==> src/rtl/core/stq_pkg.sv <==
// ----------------------------------------------------------------------------
// stq_pkg
// Shared constants and codes for the sorted timer expiry queue.
// ----------------------------------------------------------------------------
package stq_pkg;

    localparam int NUM_TIMERS_DEF = 16;
    localparam int MAX_OUT        = 16;
    localparam int OUT_CNT_W      = 5;
    localparam int TIME_W         = 64;
    localparam int ID_FIELD_W     = 4;
    localparam int KIND_W         = 2;
    localparam int IN_DATA_W      = 136;
    localparam int OUT_DATA_W     = 8;

    typedef enum logic [KIND_W-1:0] {
        KIND_ADD  = 2'd0,
        KIND_DEL  = 2'd1,
        KIND_TICK = 2'd2,
        KIND_NONE = 2'd3
    } kind_t;

endpackage

==> src/rtl/core/sorted_timer_expiry_queue_unit.sv <==
// ----------------------------------------------------------------------------
// sorted_timer_expiry_queue_unit
// Timer queue kept in expiry order in one RAM of {expiry, id} entries.
// ----------------------------------------------------------------------------
// An add or delete walks the queued entries, reading and then evaluating each;
// an add of a queued timer walks them twice. A tick walks the entries up to the
// first unexpired one when nothing expires, else the full list, and can stall on
// the output. One word is in work at a time. Reset empties the queue at once.
// ----------------------------------------------------------------------------
module sorted_timer_expiry_queue_unit #(
    parameter int NUM_TIMERS = stq_pkg::NUM_TIMERS_DEF
) (
    input  logic                                 clk,
    input  logic                                 rst_n,
    input  logic                                 s_tvalid,
    output logic                                 s_tready,
    // timer_id [3:0], expiry_ns [67:4], now_ns [131:68], zero pad
    input  logic [stq_pkg::IN_DATA_W-1:0]        s_tdata,
    // kind [1:0]
    input  logic [stq_pkg::KIND_W-1:0]           s_tuser,
    output logic                                 m_tvalid,
    input  logic                                 m_tready,
    // expired_id [3:0], zero pad
    output logic [stq_pkg::OUT_DATA_W-1:0]       m_tdata,
    output logic                                 m_tlast
);

    localparam int ID_W  = $clog2(NUM_TIMERS);
    localparam int PW    = $clog2(NUM_TIMERS + 1);
    localparam int ENT_W = stq_pkg::TIME_W + ID_W;

    typedef enum logic [2:0] {
        ST_IDLE,
        ST_DEL_RD,
        ST_DEL_EV,
        ST_INS_RD,
        ST_INS_EV,
        ST_TCK_RD,
        ST_TCK_EV
    } state_t;

    state_t                           state_reg, state_next;
    logic [PW-1:0]                    cnt_reg, cnt_next;
    logic [PW-1:0]                    pos_reg, pos_next;
    logic [NUM_TIMERS-1:0]            queued_reg, queued_next;
    logic [ID_W-1:0]                  id_reg, id_next;
    logic [stq_pkg::TIME_W-1:0]       t_reg, t_next;
    logic                             add_reg, add_next;
    logic                             found_reg, found_next;
    logic                             ins_reg, ins_next;
    logic [ENT_W-1:0]                 carry_reg, carry_next;
    logic [stq_pkg::OUT_CNT_W-1:0]    n_reg, n_next;
    logic [ID_W-1:0]                  pend_reg, pend_next;
    logic                             ovalid_reg, ovalid_next;
    logic [stq_pkg::ID_FIELD_W-1:0]   oid_reg, oid_next;
    logic                             olast_reg, olast_next;

    logic                             mem_we;
    logic [ID_W-1:0]                  mem_waddr;
    logic [ENT_W-1:0]                 mem_wdata;
    logic                             mem_re;
    logic [ENT_W-1:0]                 mem_rdata;
    logic [ID_W-1:0]                  e_id;
    logic [stq_pkg::TIME_W-1:0]       e_exp;
    logic [stq_pkg::ID_FIELD_W-1:0]   in_id;
    logic                             in_ok;
    logic                             out_free;
    logic [PW-1:0]                    n_pos;
    logic [PW-1:0]                    pos_inc;

    assign e_id     = mem_rdata[ID_W-1:0];
    assign e_exp    = mem_rdata[ENT_W-1:ID_W];
    assign in_id    = s_tdata[3:0];
    assign in_ok    = 32'(in_id) < 32'(NUM_TIMERS);
    assign out_free = !ovalid_reg || m_tready;
    assign n_pos    = PW'(n_reg);
    assign pos_inc  = pos_reg + PW'(1);

    stq_ram #(
        .WIDTH (ENT_W),
        .DEPTH (NUM_TIMERS)
    ) u_list (
        .clk   (clk),
        .we    (mem_we),
        .waddr (mem_waddr),
        .wdata (mem_wdata),
        .re    (mem_re),
        .raddr (pos_reg[ID_W-1:0]),
        .rdata (mem_rdata)
    );

    always_comb
    begin
        state_next  = state_reg;
        cnt_next    = cnt_reg;
        pos_next    = pos_reg;
        queued_next = queued_reg;
        id_next     = id_reg;
        t_next      = t_reg;
        add_next    = add_reg;
        found_next  = found_reg;
        ins_next    = ins_reg;
        carry_next  = carry_reg;
        n_next      = n_reg;
        pend_next   = pend_reg;
        ovalid_next = ovalid_reg && !m_tready;
        oid_next    = oid_reg;
        olast_next  = olast_reg;
        mem_we      = 1'b0;
        mem_waddr   = pos_reg[ID_W-1:0];
        mem_wdata   = mem_rdata;
        mem_re      = 1'b0;
        case (state_reg)
            ST_IDLE:
            begin
                if (s_tvalid)
                begin
                    id_next    = ID_W'(in_id);
                    pos_next   = '0;
                    found_next = 1'b0;
                    ins_next   = 1'b0;
                    n_next     = '0;
                    case (stq_pkg::kind_t'(s_tuser))
                        stq_pkg::KIND_ADD:
                        begin
                            t_next   = s_tdata[67:4];
                            add_next = 1'b1;
                            if (in_ok)
                            begin
                                state_next = queued_reg[ID_W'(in_id)] ? ST_DEL_RD : ST_INS_RD;
                            end
                        end
                        stq_pkg::KIND_DEL:
                        begin
                            add_next = 1'b0;
                            if (in_ok && queued_reg[ID_W'(in_id)])
                            begin
                                state_next = ST_DEL_RD;
                            end
                        end
                        stq_pkg::KIND_TICK:
                        begin
                            t_next = s_tdata[131:68];
                            if (cnt_reg != '0)
                            begin
                                state_next = ST_TCK_RD;
                            end
                        end
                        default:
                        begin
                            state_next = ST_IDLE;
                        end
                    endcase
                end
            end
            ST_DEL_RD:
            begin
                mem_re     = 1'b1;
                state_next = ST_DEL_EV;
            end
            ST_DEL_EV:
            begin
                if (found_reg)
                begin
                    mem_we    = 1'b1;
                    mem_waddr = ID_W'(pos_reg - PW'(1));
                end
                else if (e_id == id_reg)
                begin
                    found_next = 1'b1;
                end
                pos_next = pos_inc;
                if (pos_inc == cnt_reg)
                begin
                    cnt_next            = cnt_reg - PW'(1);
                    queued_next[id_reg] = 1'b0;
                    pos_next            = '0;
                    state_next          = add_reg ? ST_INS_RD : ST_IDLE;
                end
                else
                begin
                    state_next = ST_DEL_RD;
                end
            end
            ST_INS_RD:
            begin
                if (pos_reg == cnt_reg)
                begin
                    mem_we              = 1'b1;
                    mem_wdata           = ins_reg ? carry_reg : {t_reg, id_reg};
                    cnt_next            = cnt_reg + PW'(1);
                    queued_next[id_reg] = 1'b1;
                    state_next          = ST_IDLE;
                end
                else
                begin
                    mem_re     = 1'b1;
                    state_next = ST_INS_EV;
                end
            end
            ST_INS_EV:
            begin
                carry_next = mem_rdata;
                if (ins_reg)
                begin
                    mem_we    = 1'b1;
                    mem_wdata = carry_reg;
                end
                else if (e_exp > t_reg)
                begin
                    mem_we    = 1'b1;
                    mem_wdata = {t_reg, id_reg};
                    ins_next  = 1'b1;
                end
                pos_next   = pos_inc;
                state_next = ST_INS_RD;
            end
            ST_TCK_RD:
            begin
                if (pos_reg == cnt_reg)
                begin
                    if (out_free)
                    begin
                        ovalid_next = 1'b1;
                        oid_next    = stq_pkg::ID_FIELD_W'(pend_reg);
                        olast_next  = 1'b1;
                        cnt_next    = cnt_reg - n_pos;
                        state_next  = ST_IDLE;
                    end
                end
                else
                begin
                    mem_re     = 1'b1;
                    state_next = ST_TCK_EV;
                end
            end
            ST_TCK_EV:
            begin
                if (pos_reg == n_pos && n_reg < stq_pkg::OUT_CNT_W'(stq_pkg::MAX_OUT)
                    && e_exp <= t_reg)
                begin
                    if (n_reg == '0 || out_free)
                    begin
                        if (n_reg != '0)
                        begin
                            ovalid_next = 1'b1;
                            oid_next    = stq_pkg::ID_FIELD_W'(pend_reg);
                            olast_next  = 1'b0;
                        end
                        pend_next         = e_id;
                        n_next            = n_reg + stq_pkg::OUT_CNT_W'(1);
                        queued_next[e_id] = 1'b0;
                        pos_next          = pos_inc;
                        state_next        = ST_TCK_RD;
                    end
                end
                else if (n_reg == '0)
                begin
                    state_next = ST_IDLE;
                end
                else
                begin
                    mem_we     = 1'b1;
                    mem_waddr  = ID_W'(pos_reg - n_pos);
                    pos_next   = pos_inc;
                    state_next = ST_TCK_RD;
                end
            end
            default:
            begin
                state_next = ST_IDLE;
            end
        endcase
    end

    always_ff @(posedge clk or negedge rst_n)
    begin
        if (!rst_n)
        begin
            state_reg  <= ST_IDLE;
            cnt_reg    <= '0;
            pos_reg    <= '0;
            queued_reg <= '0;
            id_reg     <= '0;
            t_reg      <= '0;
            add_reg    <= 1'b0;
            found_reg  <= 1'b0;
            ins_reg    <= 1'b0;
            carry_reg  <= '0;
            n_reg      <= '0;
            pend_reg   <= '0;
            ovalid_reg <= 1'b0;
            oid_reg    <= '0;
            olast_reg  <= 1'b0;
        end
        else
        begin
            state_reg  <= state_next;
            cnt_reg    <= cnt_next;
            pos_reg    <= pos_next;
            queued_reg <= queued_next;
            id_reg     <= id_next;
            t_reg      <= t_next;
            add_reg    <= add_next;
            found_reg  <= found_next;
            ins_reg    <= ins_next;
            carry_reg  <= carry_next;
            n_reg      <= n_next;
            pend_reg   <= pend_next;
            ovalid_reg <= ovalid_next;
            oid_reg    <= oid_next;
            olast_reg  <= olast_next;
        end
    end

    assign s_tready = (state_reg == ST_IDLE);
    assign m_tvalid = ovalid_reg;
    assign m_tdata  = {{(stq_pkg::OUT_DATA_W - stq_pkg::ID_FIELD_W){1'b0}}, oid_reg};
    assign m_tlast  = olast_reg;

    a_cnt_bound: assert property (@(posedge clk) disable iff (!rst_n)
        32'(cnt_reg) <= 32'(NUM_TIMERS))
        else $error("queued count exceeds capacity");

    a_cnt_flags: assert property (@(posedge clk) disable iff (!rst_n)
        state_reg == ST_IDLE |-> 32'($countones(queued_reg)) == 32'(cnt_reg))
        else $error("queued flags disagree with queued count");

    a_tick_fin: assert property (@(posedge clk) disable iff (!rst_n)
        (state_reg == ST_TCK_RD && pos_reg == cnt_reg && out_free) |=> m_tvalid && m_tlast)
        else $error("tick ended without a final word");

endmodule

==> src/rtl/core/stq_ram.sv <==
// ----------------------------------------------------------------------------
// stq_ram
// Generic single-write, single-read RAM with a registered read port.
// ----------------------------------------------------------------------------
module stq_ram #(
    parameter int WIDTH = 8,
    parameter int DEPTH = 16
) (
    input  logic                     clk,
    input  logic                     we,
    input  logic [$clog2(DEPTH)-1:0] waddr,
    input  logic [WIDTH-1:0]         wdata,
    input  logic                     re,
    input  logic [$clog2(DEPTH)-1:0] raddr,
    output logic [WIDTH-1:0]         rdata
);

    logic [WIDTH-1:0] mem [DEPTH];

    always_ff @(posedge clk)
    begin
        if (we)
        begin
            mem[waddr] <= wdata;
        end
        if (re)
        begin
            rdata <= mem[raddr];
        end
    end

endmodule

==> config.mk <==
export PLATFORM = sky130hd
export DESIGN_NAME = sorted_timer_expiry_queue_unit
export DESIGN_NICKNAME = d
export VERILOG_FILES = /design/src/rtl/core/stq_pkg.sv /design/src/rtl/core/sorted_timer_expiry_queue_unit.sv /design/src/rtl/core/stq_ram.sv
export SDC_FILE = /design/constraint.sdc
export NUM_CORES = 2
export LEC_CHECK = 0
export ABC_AREA = 0
export BUFFER_PORTS_ARGS = -buffer_cell sky130_fd_sc_hd__buf_2
export CORE_ASPECT_RATIO = 1.4
export CORE_MARGIN = 10
export CORE_UTILIZATION = 35
export CTS_CLUSTER_DIAMETER = 60
export DETAILED_ROUTE_END_ITERATION = 6
export MAX_ROUTING_LAYER = met4
export PLACE_DENSITY = 0.47
export SYNTH_ARGS = -nofsm -noshare
export SYNTH_HDL_FRONTEND = slang
export SYNTH_SLANG_ARGS = --single-unit
==> constraint.sdc <==
create_clock -name clk -period 7.4 [get_ports clk]
set_input_delay 1.85 -clock clk [delete_from_list [all_inputs] [get_ports clk]]
set_output_delay 1.85 -clock clk [all_outputs]
set_load 0.01 [all_outputs]
## Yosys cells after proc, flatten, opt, wreduce, memory -nomap -nowiden

Memory sizes are Yosys's and may differ from the RTL's. A register that Yosys moved wholly into a read port is not among the register bits.
Cells that the tools add are included.

| operators by class | value |
|---|---|
| $add $sub $neg | 7 |
| $lt $le $gt $ge | 8 |
| equal/unequal tests | 25 |
| muxes and demuxes | 84 |
| bitwise gates (word level) | 5 |
| reduce and logical (&&, ||, !) cells | 36 |

Operator list:

| operator | count |
|---|---|
| $mux W68 | 4 |
| $pmux W68 S2 | 1 |
| $pmux W64 S2 | 1 |
| $gt A64 B64 Y1 | 1 |
| $le A64 B64 Y1 | 1 |
| $mux W16 | 4 |
| $mux W5 | 11 |
| $pmux W16 S3 | 1 |
| $and A16 B16 Y16 | 2 |
| $mux W4 | 8 |
| $not A16 Y16 | 2 |
| $mux W3 | 9 |
| $mux W1 | 25 |
| $pmux W3 S7 | 1 |
| $pmux W5 S4 | 1 |
| $ne A2 B2 Y1 const B | 8 |
| $or A16 B16 Y16 | 1 |
| $pmux W4 S2 | 2 |
| $add A5 B1 Y5 const B | 3 |
| $eq A5 B5 Y1 | 3 |
| $lt A4 B5 Y1 const B | 3 |
| $ne A3 B3 Y1 const B | 5 |
| $pmux W5 S3 | 1 |
| $reduce_and A5 Y1 | 3 |
| 34 further kinds | 64 |

| storage, ports and cells | value |
|---|---|
| register bits | 183 |
| RAM bits | 1,088 |
| bits of input ports | 142 |
| output and inout bits | 11 |
| memories | 1 |

Memory list:

| name | words | width | read ports | clocked after Yosys merged registers in | wr ports | RTL line | RTL |
|---|---|---|---|---|---|---|---|
| u_list.mem | 16 | 68 | 1 | 1 | 1 | stq_ram.sv:18 | `logic [WIDTH-1:0] mem [DEPTH];` |

## Logic depth before layout (Yosys ltp)

| logic depth | value |
|---|---|
| depth after elaboration | 9 |
| depth in mapped cells | 14 |
| mapped depth without buffers | 12 |

## Cells and area by module

From an unflattened synthesis, not the netlist that was laid out.

| second synthesis, totals | value |
|---|---|
| cell total of the unflattened synthesis | 3,140 |
| area total of the unflattened synthesis | 55,201.7 um^2 |

By module, submodules not included:

| module | times used | cells an instance | area an instance (um^2) | sequential area each (um^2) |
|---|---|---|---|---|
| stq_ram | 1 | 1,750 | 42,660.9 | 34,713.3 |
| sorted_timer_expiry_queue_unit | 1 | 1,390 | 12,540.8 | 4,579.4 |

## Least setup slack after synthesis

No wires, ideal clock.

| path | value |
|---|---|
| kind | register to register |
| start point | reg pos_reg[0] |
| end point | mem u_list.mem[4][0] (netlist bit), enable pin |
| library setup time | 495 ps |
| data arrival time | 6,132 ps |
| required time | 6,905 ps |
| slack | 774 ps |
| stages on the path, launching flop included | 14 |
| path buffers | 3 |
| clock period less this slack | 6,626 ps |
| cell sequence | dfrtp_1 clkbuf_1 buf_2 buf_2 inv_1 ha_1 nand3_1 nor4_4 o21ai_1 nor4_2 nor2_1 o311a_1 or3_4 nor2_1 |

| between the ends | value |
|---|---|
| longest elaborated chain between the ends | 7 |
| elaborated cells between the ends (all ways) | 15 |

Ends and longest elaborated chain:

| item | RTL line | RTL |
|---|---|---|
| start: declaration | sorted_timer_expiry_queue_unit.sv:44 | `logic [PW-1:0] pos_reg, pos_next;` |
| start signal: assignment | sorted_timer_expiry_queue_unit.sv:300 | `pos_reg <= pos_next;` |
| $eq A5 B5 Y1 | sorted_timer_expiry_queue_unit.sv:239 | `if (pos_reg == n_pos && n_reg < stq_pkg::OUT_CNT_W'(stq_pkg::MAX_OUT)` |
| $logic_and A1 B1 Y1 | sorted_timer_expiry_queue_unit.sv:239 |  |
| $logic_and A1 B1 Y1 | sorted_timer_expiry_queue_unit.sv:240 | `&& e_exp <= t_reg)` |
| $mux W1 | sorted_timer_expiry_queue_unit.sv:239 |  |
| $pmux W1 S4 | sorted_timer_expiry_queue_unit.sv:113 | `case (state_reg)` |
| $mux W1 | stq_ram.sv:22 | `if (we)` |
| $mux W1 (not written as such) | stq_ram.sv:24 | `mem[waddr] <= wdata;` |
| end: declaration | stq_ram.sv:18 |  |

Several ways; a longest one is shown, not always the timed one.

## Worst setup path in the final report

| path | value |
|---|---|
| start point | reg pos_reg[1] |
| end point | mem u_list.mem[7][21] (netlist bit), enable pin |

The elaborated chain is that of the path after synthesis.

==> metrics.md <==
| Metric | Value |
|---|---|
| Clock slew at reported path FFs | 60 ps |
| Antenna violations before repair | 5 |
| Core Box Area | roughly 160000 µm² |
| Synthesis-to-finish area growth | 15.0% |
| Total gr overflow | 0 |
| Final ANT Viol Nets | 0 |
| Hold Vio Cnt, Final | 0 |
| Synth Area in Simple Gates | approximately 4.8% |
| 1st-pass router iterations | 6 |
| Post-synth cell types | 76 |
| Wirelength per Cell | 27.5 µm |
| P per Cell Area | between 300 and 400 nW/µm² |
| Global Route Usage Sum | between 15 and 20% |
| Cell count after synthesis | slightly above 3000 |
| Clk sinks | approximately 1300 |
| CTS buffer count | between 100 and 150 |
| Clk_lat worst skew | ~780 ps |
| Asr flop ratio synth | 13.7% |
| Final Max Tran Viols | 0 |
| Setup bufs post-CTS | 0 |
| Worst rel slew slack | about 15% |
| Crit start category | register |
| Sum of negative setup slack | 0 ps |
| Post-synthesis compound-gate area fraction | 4.71% |
| RR Startpoint | pos_reg[1]$_DFFE_PN0P_ |
| Max VDD drop | 198 µV |
| Starting Density | 35.2% |
| Unrepaired setup endpoints after global routing | no |
| DIE AREA | about 170000 µm² |
| CP Capture Type | register |
| Commonest non-fill, non-tap cells in the layout | edfxtp_1, mux4_2, nand2_1, dfrtp_1, clkbuf_16 |
| Wire length of the first global-routing pass | around 220 mm |
| Die H | 490 µm |
| Crit path arrival time | slightly above 6000 ps |
| WHS | 496 ps |
| DP HPWL | around 84 mm |
| Worst EP required | 7830 ps |
| Mux contribution to synthesized area | between 10% and 20% |
| Maximum clock path buffer count | 3 |
| Adder-Cell Fraction of Synth Area | between 1.5 and 2% |
| Nets@finish | approximately 3500 |
| Most common cell after layout, fill and taps aside | edfxtp_1 |
| Share of cells above drive strength 1 | around 25% |
| Port Buf Inserts | between 100 and 150 |
| EDFF count, synth | around 1200 |
| Post_cts resized | 0 |
| CTS root buf | clkbuf_16 |
| DR iter-0 viols | between 2000 and 3000 |
| Sequential fraction of the synthesis area | a little under three quarters |
| Setup violators final | 0 |
| Largest register FFs | about 1100 |
| Num rows | approximately 170 |
| Yosys warns | 0 |
| Critical path class | register to register |
| Htree depth | 4 |
| Via density | about 5.4 |
| R2r setup slk | 1650 ps |
| Die X | 356 µm |
| Status | finished clean |
| Fmax | ~170 MHz |
| Reg2reg end | u_list.mem[7][21]$_DFFE_PP_ |
| CTS tree | done |
| Synth Cell Area | around 55000 µm² |
| Largest net degree at the start of global routing | 103 |
| # IOs | roughly 150 |
| Flops & latches, synth | 1339 |
| Main combinational cell family by area after synthesis | multiplexers |
| Reg2reg path depth | 10 |
| Vias in the first global route | approximately 31000 |
| Crit path capture | u_list.mem[7][21]$_DFFE_PP_ |
| Final WL | about 150 mm |
| Final worst path period need | 5750 ps |
| Final Skew | 42.1 ps |
| Critical path fanouts, max | 68 |
| Final Cycle Share | ~78% |
| Vias | 29500 |
| Hold buffer count at cts | 0 |
| Post-Synth XOR/XNOR Area | 0.317% |
| Worst-margin pin slew | 1280 ps |
| Leakage | about 21 nW |
| DRC | 0 |
| Post-Syn Area per Cell | around 18 µm² |
| Max_cap viols | 0 |
| Predominant post-synthesis flop cell | edfxtp_1 |
| CP Launch Point | pos_reg[1]$_DFFE_PN0P_ |
| Min-delay worst type | register to register |
| GP Congestion | between 0.8 and 0.9 |
## worst min path at each step
stage	from	end	slack [ps]	depth (start not counted)
floorplan	carry_reg[41]$_DFFE_PN0P_	carry_reg[41]$_DFFE_PN0P_	460	2
finish	carry_reg[54]$_DFFE_PN0P_	carry_reg[54]$_DFFE_PN0P_	500	2
global placement	carry_reg[50]$_DFFE_PN0P_	carry_reg[50]$_DFFE_PN0P_	480	2
CTS	carry_reg[54]$_DFFE_PN0P_	carry_reg[54]$_DFFE_PN0P_	500	2
global route	pend_reg[1]$_DFFE_PN0P_	pend_reg[1]$_DFFE_PN0P_	520	1
detailed placement	carry_reg[55]$_DFFE_PN0P_	carry_reg[55]$_DFFE_PN0P_	490	2
## logic make-up (layout without fill, tap and decap cells)
| kind of cell | after synthesis | in the layout |
|---|---|---|
| XOR/XNOR | 20 | 20 |
| AND/OR/NAND/NOR | 568 | 568 |
| AO/OA/AOI/OAI | 371 | 371 |
| adder cells (fa/ha/maj) | 77 | 77 |
| buffers and inverters | 255 | 555 |
| other | 1 | 5 |
| flip-flops | 1339 | 1339 |
| multiplexers | 426 | 426 |
## critical path, stage by stage, from the launching register on
cell     delay (ps)
dfrtp_4        1230
ha_1            300
nand3_1         130
nor4_4          490
o21ai_1         170
nor4_2          580
nor2_1          190
o311a_1         380
or3_4           470
nor2_4          960
buf_4           460
## power by group
| part | internal (W) | leakage (nW) | switching, W |
|---|---|---|---|
| Sequential | 0.0101 | 12.8 | 0.000784 |
| Combinational | 0.00238 | 6.17 | 0.00365 |
| Clock | 0.00413 | 2.24 | 0.00301 |
| Total | 0.0166 | 21.2 | 0.00744 |
## per-layer routing
metal  vias up  wire [µm]  share of wire, %  global-route usage [%]
met1     15800      66400                44                    23.4
li1      12600          -                 -                       -
met4         0       2730               1.8                    3.98
met2       881      73600                49                    27.9
met5         -          0                 0                       -
met3       193       6950               4.6                    2.95
## synth_stat cells (23+ instances only)
library cell / instances / area [µm²]
a21oi_1: 65 / 325
mux4_2: 345 / 7770
o2bb2ai_1: 56 / 490
clkbuf_1: 108 / 405
o21ai_0: 89 / 445
ha_1: 75 / 938
mux2i_1: 67 / 671
edfxtp_1: 1156 / 34700
nand2_1: 314 / 1180
dfrtp_1: 183 / 4580
inv_1: 82 / 308
buf_1: 45 / 169
a22oi_1: 57 / 428
nand2b_1: 23 / 144
nor2b_1: 61 / 382
nor2_1: 64 / 240
## stage by stage
step	util (%)	std cells	total power [W]	area [µm²]	setup slack (ps)
6_report	40.5	5449	0.0241	63600	1650
5_1_grt	40.5	5449	0.0253	63600	1380
4_1_cts	40.5	5447	0.0244	63600	1630
3_5_place_dp	37.5	5190	0.0172	59000	1680
3_3_place_gp	37.5	5190	0.0170	59000	1640
2_1_floorplan	-	3060	0.0150	55300	774
## cell type report
cell class	instances	area, µm²
fillers	14100	93500
flip-flops and latches	1339	39300
well taps	2088	2610
clock inverters	80	788
repair buffers	215	1530
multi-input cells	1466	15200
clock buffers	177	3840
inverters	83	312
diodes	1	2.50
(Power assumes the default switching activity.)
